**config.mk**
```make
export PLATFORM = sky130hd
export DESIGN_NAME = strict_priority_fifo_scheduler_core
export DESIGN_NICKNAME = d
export VERILOG_FILES = /design/src/hw/rtl/spfs_pkg.sv /design/src/hw/rtl/spfs_ram.sv /design/src/hw/rtl/spfs_level_ctrl.sv /design/src/hw/rtl/strict_priority_fifo_scheduler_core.sv
export SDC_FILE = /design/constraint.sdc
export NUM_CORES = 1
export LEC_CHECK = 0
export ABC_AREA = 1
export BUFFER_PORTS_ARGS = -buffer_cell sky130_fd_sc_hd__buf_2
export CAP_MARGIN = 5
export CORE_ASPECT_RATIO = 2
export CORE_MARGIN = 1
export CORE_UTILIZATION = 50
export CTS_CLUSTER_SIZE = 8
export DETAILED_ROUTE_END_ITERATION = 6
export PLACE_DENSITY = 0.66
export RECOVER_POWER = 50
export SLEW_MARGIN = 20
export SYNTH_ARGS = -nofsm -noshare
export SYNTH_HDL_FRONTEND = slang
export SYNTH_SLANG_ARGS = --single-unit
```
**constraint.sdc**
```tcl
create_clock -name aclk -period 5.75 [get_ports aclk]
set_clock_uncertainty 0.05 [all_clocks]
set_input_delay 0.2875 -clock aclk [delete_from_list [all_inputs] [get_ports aclk]]
set_output_delay 0.2875 -clock aclk [all_outputs]
set_load 0.03 [all_outputs]
```
**src/hw/rtl/spfs_pkg.sv**
```systemverilog
// ----------------------------------------------------------------------------
// spfs_pkg
// shared types and codes for the strict priority fifo scheduler
// ----------------------------------------------------------------------------
`timescale 1ns / 1ps
`default_nettype none

package spfs_pkg;

    localparam int THREAD_ID_W = 8;
    localparam int PRIO_W      = 2;
    localparam int KIND_W      = 2;
    localparam int ID_MAX_W    = 16;

    localparam logic REQ_CREATE   = 1'b0;
    localparam logic REQ_SCHEDULE = 1'b1;

    localparam logic [KIND_W-1:0] KIND_KEEP = 2'd0;
    localparam logic [KIND_W-1:0] KIND_SWAP = 2'd1;
    localparam logic [KIND_W-1:0] KIND_SET  = 2'd2;

    typedef struct packed {
        logic                   req_type;
        logic [THREAD_ID_W-1:0] thread_id;
        logic [PRIO_W-1:0]      thread_prio;
        logic                   current_valid;
    } spfs_in_t;

    typedef struct packed {
        logic                   next_valid;
        logic [THREAD_ID_W-1:0] next_id;
        logic [KIND_W-1:0]      switch_kind;
        logic                   overflow;
    } spfs_out_t;

    typedef struct packed {
        logic              push_en;
        logic              pop_en;
        logic [PRIO_W-1:0] push_prio;
    } spfs_cmd_t;

    typedef struct packed {
        logic any_ready;
        logic push_ok;
    } spfs_status_t;

    typedef enum logic [1:0] {
        ST_IDLE    = 2'd0,
        ST_REQUEUE = 2'd1,
        ST_HOLD    = 2'd2
    } spfs_state_t;

endpackage

`default_nettype wire

```
**src/hw/rtl/spfs_ram.sv**
```systemverilog
// ----------------------------------------------------------------------------
// spfs_ram
// generic simple dual port ram, one write port, one registered read port
// ----------------------------------------------------------------------------
`timescale 1ns / 1ps
`default_nettype none

module spfs_ram #(
    parameter int  WIDTH  = 8,
    parameter int  DEPTH  = 48,
    localparam int ADDR_W = (DEPTH > 1) ? $clog2(DEPTH) : 1
) (
    input  wire logic              aclk,
    input  wire logic              we,
    input  wire logic [ADDR_W-1:0] waddr,
    input  wire logic [WIDTH-1:0]  wdata,
    input  wire logic              re,
    input  wire logic [ADDR_W-1:0] raddr,
    output logic      [WIDTH-1:0]  rdata
);

    logic [WIDTH-1:0] mem [DEPTH];

    always_ff @(posedge aclk) begin
        if (we) begin
            mem[waddr] <= wdata;
        end
        if (re) begin
            rdata <= mem[raddr];
        end
    end

endmodule

`default_nettype wire

```
**src/hw/rtl/spfs_level_ctrl.sv**
```systemverilog
// ----------------------------------------------------------------------------
// spfs_level_ctrl
// per level head, tail and count registers, level search and queue memory
// ----------------------------------------------------------------------------
`timescale 1ns / 1ps
`default_nettype none

module spfs_level_ctrl #(
    parameter int LEVELS      = 3,
    parameter int QUEUE_DEPTH = 16,
    parameter int ID_BITS     = 8
) (
    input  wire logic                 aclk,
    input  wire logic                 aresetn,
    input  wire spfs_pkg::spfs_cmd_t  cmd,
    input  wire logic [ID_BITS-1:0]   push_id,
    output spfs_pkg::spfs_status_t    status,
    output logic      [ID_BITS-1:0]   pop_id
);

    localparam int LVL_W  = (LEVELS > 1) ? $clog2(LEVELS) : 1;
    localparam int SLOT_W = $clog2(QUEUE_DEPTH);
    localparam int CNT_W  = $clog2(QUEUE_DEPTH + 1);
    localparam int STORE  = LEVELS * QUEUE_DEPTH;
    localparam int ADDR_W = $clog2(STORE);

    logic [CNT_W-1:0]  counts_reg [LEVELS];
    logic [CNT_W-1:0]  counts_next [LEVELS];
    logic [SLOT_W-1:0] heads_reg [LEVELS];
    logic [SLOT_W-1:0] heads_next [LEVELS];
    logic [SLOT_W-1:0] tails_reg [LEVELS];
    logic [SLOT_W-1:0] tails_next [LEVELS];

    logic              any_ready;
    logic [LVL_W-1:0]  found_lv;
    logic              in_range;
    logic [LVL_W-1:0]  push_lv;
    logic              push_ok;
    logic              push_fire;
    logic              pop_fire;
    logic [ADDR_W-1:0] push_addr;
    logic [ADDR_W-1:0] pop_addr;

    function automatic logic [SLOT_W-1:0] slot_advance(input logic [SLOT_W-1:0] slot);
        logic [SLOT_W-1:0] nxt;
        nxt = (slot == SLOT_W'(QUEUE_DEPTH - 1)) ? '0 : slot + 1'b1;
        return nxt;
    endfunction

    // highest non-empty level wins
    always_comb begin
        any_ready = 1'b0;
        found_lv  = '0;
        for (int lv = 0; lv < LEVELS; lv++) begin
            if (counts_reg[lv] != '0) begin
                any_ready = 1'b1;
                found_lv  = LVL_W'(lv);
            end
        end
    end

    assign in_range  = (int'(cmd.push_prio) < LEVELS);
    assign push_lv   = LVL_W'(cmd.push_prio);
    assign push_ok   = in_range && (counts_reg[push_lv] != CNT_W'(QUEUE_DEPTH));
    assign push_fire = cmd.push_en && push_ok;
    assign pop_fire  = cmd.pop_en && any_ready;

    assign push_addr = ADDR_W'(int'(push_lv) * QUEUE_DEPTH) + ADDR_W'(tails_reg[push_lv]);
    assign pop_addr  = ADDR_W'(int'(found_lv) * QUEUE_DEPTH) + ADDR_W'(heads_reg[found_lv]);

    assign status.any_ready = any_ready;
    assign status.push_ok   = push_ok;

    always_comb begin
        for (int lv = 0; lv < LEVELS; lv++) begin
            counts_next[lv] = counts_reg[lv];
            heads_next[lv]  = heads_reg[lv];
            tails_next[lv]  = tails_reg[lv];
            if (push_fire && (push_lv == LVL_W'(lv))) begin
                counts_next[lv] = counts_next[lv] + 1'b1;
                tails_next[lv]  = slot_advance(tails_reg[lv]);
            end
            if (pop_fire && (found_lv == LVL_W'(lv))) begin
                counts_next[lv] = counts_next[lv] - 1'b1;
                heads_next[lv]  = slot_advance(heads_reg[lv]);
            end
        end
    end

    always_ff @(posedge aclk) begin
        if (!aresetn) begin
            for (int lv = 0; lv < LEVELS; lv++) begin
                counts_reg[lv] <= '0;
                heads_reg[lv]  <= '0;
                tails_reg[lv]  <= '0;
            end
        end else begin
            for (int lv = 0; lv < LEVELS; lv++) begin
                counts_reg[lv] <= counts_next[lv];
                heads_reg[lv]  <= heads_next[lv];
                tails_reg[lv]  <= tails_next[lv];
            end
        end
    end

    spfs_ram #(
        .WIDTH (ID_BITS),
        .DEPTH (STORE)
    ) u_store (
        .aclk  (aclk),
        .we    (push_fire),
        .waddr (push_addr),
        .wdata (push_id),
        .re    (pop_fire),
        .raddr (pop_addr),
        .rdata (pop_id)
    );

endmodule

`default_nettype wire

```
**src/hw/rtl/strict_priority_fifo_scheduler_core.sv**
```systemverilog
// ----------------------------------------------------------------------------
// strict_priority_fifo_scheduler_core
// strict priority scheduler with one thread id fifo per level in a shared ram
// ----------------------------------------------------------------------------
// result path: a create, or a schedule that finds every level empty, is answered
//   from the idle state; a schedule that picks a thread first reads the queue ram
//   through its registered read port and answers from the requeue state
// flow: one item in flight at a time
// reset: synchronous, clears level pointers, counts and handshake state;
//   the queue ram is not cleared and needs no clearing pass
`timescale 1ns / 1ps
`default_nettype none

module strict_priority_fifo_scheduler_core #(
    parameter int LEVELS      = 3,
    parameter int QUEUE_DEPTH = 16,
    parameter int ID_BITS     = 8
) (
    input  wire logic                aclk,
    input  wire logic                aresetn,
    input  wire logic                s_valid,
    output logic                     s_ready,
    input  wire spfs_pkg::spfs_in_t  s_data,
    output logic                     m_valid,
    input  wire logic                m_ready,
    output spfs_pkg::spfs_out_t      m_data
);

    spfs_pkg::spfs_state_t  state_reg;
    spfs_pkg::spfs_state_t  state_next;
    spfs_pkg::spfs_in_t     req_reg;
    spfs_pkg::spfs_out_t    res_reg;
    spfs_pkg::spfs_out_t    m_data_reg;
    logic                   m_valid_reg;

    spfs_pkg::spfs_cmd_t    cmd;
    spfs_pkg::spfs_status_t status;
    spfs_pkg::spfs_out_t    imm_result;
    logic                   imm_done;
    logic                   s_accept;
    logic                   out_free;
    logic [ID_BITS-1:0]     push_id;
    logic [ID_BITS-1:0]     pop_id;
    logic [ID_BITS-1:0]     in_id;
    logic [ID_BITS-1:0]     req_id;

    assign s_accept = s_valid && s_ready;
    assign out_free = !m_valid_reg || m_ready;
    assign in_id    = ID_MAX_W_sel(s_data.thread_id);
    assign req_id   = ID_MAX_W_sel(req_reg.thread_id);

    function automatic logic [ID_BITS-1:0] ID_MAX_W_sel(
        input logic [spfs_pkg::THREAD_ID_W-1:0] id
    );
        logic [spfs_pkg::ID_MAX_W-1:0] wide;
        wide = spfs_pkg::ID_MAX_W'(id);
        return wide[ID_BITS-1:0];
    endfunction

    function automatic logic [spfs_pkg::THREAD_ID_W-1:0] id_out(input logic [ID_BITS-1:0] id);
        logic [spfs_pkg::ID_MAX_W-1:0] wide;
        wide = spfs_pkg::ID_MAX_W'(id);
        return wide[spfs_pkg::THREAD_ID_W-1:0];
    endfunction

    // next state
    always_comb begin
        state_next = state_reg;
        case (state_reg)
            spfs_pkg::ST_IDLE: begin
                if (s_accept) begin
                    if (!imm_done) begin
                        state_next = spfs_pkg::ST_REQUEUE;
                    end else if (!out_free) begin
                        state_next = spfs_pkg::ST_HOLD;
                    end
                end
            end
            spfs_pkg::ST_REQUEUE: begin
                state_next = out_free ? spfs_pkg::ST_IDLE : spfs_pkg::ST_HOLD;
            end
            spfs_pkg::ST_HOLD: begin
                if (out_free) begin
                    state_next = spfs_pkg::ST_IDLE;
                end
            end
            default: begin
                state_next = spfs_pkg::ST_IDLE;
            end
        endcase
    end

    // outputs and queue commands
    always_comb begin
        s_ready       = 1'b0;
        cmd.push_en   = 1'b0;
        cmd.pop_en    = 1'b0;
        cmd.push_prio = s_data.thread_prio;
        push_id       = in_id;
        imm_done      = 1'b0;
        imm_result    = '0;
        case (state_reg)
            spfs_pkg::ST_IDLE: begin
                s_ready = 1'b1;
                if (s_data.req_type == spfs_pkg::REQ_CREATE) begin
                    cmd.push_en         = s_valid;
                    imm_done            = s_valid;
                    imm_result.overflow = !status.push_ok;
                end else begin
                    cmd.pop_en = s_valid;
                    if (!status.any_ready) begin
                        imm_done = s_valid;
                        if (s_data.current_valid) begin
                            imm_result.next_id = id_out(in_id);
                        end
                    end
                end
            end
            spfs_pkg::ST_REQUEUE: begin
                cmd.push_en            = req_reg.current_valid;
                cmd.push_prio          = req_reg.thread_prio;
                push_id                = req_id;
                imm_done               = 1'b1;
                imm_result.next_valid  = 1'b1;
                imm_result.next_id     = id_out(pop_id);
                if (req_reg.current_valid) begin
                    imm_result.switch_kind = spfs_pkg::KIND_SWAP;
                    imm_result.overflow    = !status.push_ok;
                end else begin
                    imm_result.switch_kind = spfs_pkg::KIND_SET;
                end
            end
            spfs_pkg::ST_HOLD: begin
                imm_done = 1'b0;
            end
            default: begin
                imm_done = 1'b0;
            end
        endcase
    end

    always_ff @(posedge aclk) begin
        if (!aresetn) begin
            state_reg   <= spfs_pkg::ST_IDLE;
            m_valid_reg <= 1'b0;
        end else begin
            state_reg <= state_next;
            if (imm_done && out_free) begin
                m_valid_reg <= 1'b1;
            end else if ((state_reg == spfs_pkg::ST_HOLD) && out_free) begin
                m_valid_reg <= 1'b1;
            end else if (m_ready) begin
                m_valid_reg <= 1'b0;
            end
        end
    end

    always_ff @(posedge aclk) begin
        if (s_accept) begin
            req_reg <= s_data;
        end
        if (imm_done) begin
            res_reg <= imm_result;
        end
        if (imm_done && out_free) begin
            m_data_reg <= imm_result;
        end else if ((state_reg == spfs_pkg::ST_HOLD) && out_free) begin
            m_data_reg <= res_reg;
        end
    end

    assign m_valid = m_valid_reg;
    assign m_data  = m_data_reg;

    spfs_level_ctrl #(
        .LEVELS      (LEVELS),
        .QUEUE_DEPTH (QUEUE_DEPTH),
        .ID_BITS     (ID_BITS)
    ) u_level_ctrl (
        .aclk    (aclk),
        .aresetn (aresetn),
        .cmd     (cmd),
        .push_id (push_id),
        .status  (status),
        .pop_id  (pop_id)
    );

endmodule

`default_nettype wire

```
==> flow_summary.toml <==
[timing]
finalSetupTns_ns = 0
fin_crit_ns = 4.78
slew_violations = 392
fin_ws_ns = 0.974
finalHoldViolCount = 0
holdWs_ns = 0.123
timing.final.crit_share_pct = 83.1
clock.fmax_mhz = 209
worst_pin_slew_ns = 2.92
setup_viol = 0
grt_setup_unrepaired = "false"
relSlewSlack_pct = -94.4

[drt]
viasPerCell = 5.82
dr.pass1.iters = 5
antenna_left = 0
drt-total-wl_um = 53800
drc = 0
vias = 13900
drt_iter0_markers = 1235
wl_per_cell_um = 22.6

[outcome]
status = "finished with violations"
failed_checks = "capacitance limit, slew limit"

[clock_network]
post_cts_buffers = 0
cts-buffers-inserted = 68
clkLatencyLatePin_ns = 0.59
cts_resized = 0
cts.sink_count = 469
cts_tree = "done"
root_buffer = "clkbuf_16"
clk_path_buf_depth = 3
cts-htree-levels = 3
clkSlewWorstSetupHoldPaths_ns = 0.04

[finish]
ff_latch_area_um2 = 13700
area_growth_pct = 12.7
drive_gt1_share_pct = 9.53
finalNonFillerCells = 2383
fin_util_pct = 57.3
multiInputGateArea_um2 = 5710
fin_area_um2 = 22700
largest_reg_flops = 384
n_fill_cell = 3374
fin_nets = 1859
antenna_cells = 0

[synth]
avgSynthCellArea_um2 = 11.3
synth-xor-area-share_pct = 0.347
synth_compound_area_share_pct = 8.46
syn_area_um2 = 20200
synth_top_family_by_area = "simple AND/OR/NAND/NOR gates"
synth_cells = 1781
synth_nets = 1812
synth_edf_count = 427
yosys.area_share.adder_pct = 0.930
yosysWarnings = 0
synth.distinct_cells = 42
ys_seq_elements = 469
synth-simple-area-share_pct = 18.6
seq_area_frac_synth_pct = 67.7
synth-main-ff-cell = "edfxtp_1"
synthMuxAreaShare_pct = 0
synthArstFlopShare_pct = 0

[power_and_ir_drop]
p_leak_nw = 7.92
power_density_nw_per_um2 = 599
power.switching_mw = 5.57
power.share.sequential_pct = 31.9
share_comb_of_total_power_pct = 41.4
p_clk_share_pct = 26.6
power.internal_mw = 8.05
ir_worst_vdd_mv = 0.469
total_power_mw = 13.6
switching_share_pct = 40.9

[floorplanning]
design.die.area_um2 = 41200
dieHeight_um = 286
core_um2 = 39700
boundaryPins = 30
die_w_um = 144
row_count = 103
initial_core_util_pct = 50.8

[worst_setup_path]
end_kind = "register"
setup.worst_path.start_class = "register"
critPathKind = "reg2reg"
worstPathArrival_ns = 4.70
cp_data_required_time_ns = 5.67
critPathMaxFanout = 48

[placement]
post-place-cells = 2271
place_ws_ns = 1.85
dpl-instance-area_um2 = 20900
portBuffers = 29
dp_hpwl_um = 34500
gp_congestion = 0.920

[grt]
grt_pass1_vias = 14100
grt.total_usage_pct = 27.2
antenna_found_initial = 0
grt-ovfl-total = 0
grt_max_degree = 164
grt_pass1_wl_um = 80900

[worst_hold_path]
hold_path.class = "in2reg"

[run]
drv_cap = 8
-- metal layers --
metal	share of wire [%]	wire length, µm	track usage, %	up-vias
met5	0	0	0	-
met4	7.5	4020	19.9	0
met3	5.0	2670	4.61	176
met2	53	28700	48.3	512
met1	34	18400	28.3	6797
li1	-	-	-	6381
-- critical path, stage by stage, from the launching register on --
cell and delay (ns):
dfxtp_1 0.36, inv_1 0.11, nand2_1 0.33, clkinv_1 0.79, o21ai_0 0.48, clkbuf_1 1.99
-- power groups by stage --
stage,Combinational (mW),Sequential [mW],Clock (mW)
2_1_floorplan,3.76,4.45,0
4_1_cts,5.68,4.32,3.66
3_3_place_gp,5.58,4.38,0
3_5_place_dp,5.66,4.38,0
6_report,5.64,4.35,3.63
5_1_grt,6.14,4.36,3.79
-- layout by cell type (no fill, tap or decap), types with 2 or more instances in the layout --
cell type	instances
inv_2	7
buf_2	5
nor2_1	290
dlygate4sd3_1	12
nor2_4	2
clkbuf_1	56
or2_2	46
o21ai_0	114
nand3_1	178
nor3_1	4
clkbuf_16	71
nor2_2	4
nand2_1	230
o211ai_1	105
nand4_1	17
o221ai_1	2
buf_12	3
o21ai_4	5
buf_4	13
inv_4	2
clkinv_1	2
ha_1	15
inv_1	85
o21ai_1	10
a21oi_1	34
or2_1	44
xor2_1	8
a211oi_1	3
nand2_2	4
inv_6	2
clkinv_8	2
dfxtp_1	42
edfxtp_1	427
-- logic make-up (layout without fill, tap and decap cells) --
family,count (synthesis),count (layout)
XOR/XNOR,8,8
AO/OA/AOI/OAI,278,278
AND/OR/NAND/NOR,826,826
buffers and inverters,185,262
adder cells (fa/ha/maj),15,15
flip-flops,469,469
-- cell usage after synthesis (6+ instances only) --
master | instances | area (µm²)
edfxtp_1 | 427 | 12800
nor2_1 | 286 | 1070
nand2_1 | 227 | 852
nand3_1 | 176 | 881
o21ai_0 | 119 | 596
o211ai_1 | 105 | 788
inv_1 | 81 | 304
or2_2 | 46 | 288
or2_1 | 44 | 275
dfxtp_1 | 42 | 841
clkbuf_1 | 37 | 139
a21oi_1 | 34 | 170
buf_2 | 34 | 170
ha_1 | 15 | 188
nand4_1 | 14 | 87.6
inv_2 | 13 | 48.8
buf_4 | 11 | 82.6
o21ai_1 | 10 | 50.1
xor2_1 | 8 | 70.1
nor2_2 | 6 | 37.5
-- final timing paths --
path | start | to | cells after the start | slack [ns]
worst max-delay path | state_reg[1] | u_level_ctrl.u_store.mem[45][6] | 5 | 0.97
worst min-delay path | s_data[11] | state_reg[0] | 5 | 0.12
worst max register to register | state_reg[1] | u_level_ctrl.u_store.mem[45][6] | 5 | 0.97
worst min register to register | u_level_ctrl.tails_reg[1][1] | u_level_ctrl.tails_reg[1][1] | 2 | 0.45
-- final cells by class --
| type | count | share of cell area, % |
|---|---|---|
| Clock buffer | 95 | 8.21 |
| Clock inverter | 5 | 0.242 |
| Inverter | 97 | 1.63 |
| Multi-Input combinational cell | 1127 | 25.1 |
| Sequential cell | 469 | 60.1 |
| Tap cell | 525 | 2.89 |
| Timing Repair Buffer | 65 | 1.86 |
-- timing repair --
item,in CTS,in global routing
setup endpoints to repair,0,0
hold buffers,12,0
endpoints found under the hold margin,12,0
Power figures use the tool's default switching activity.
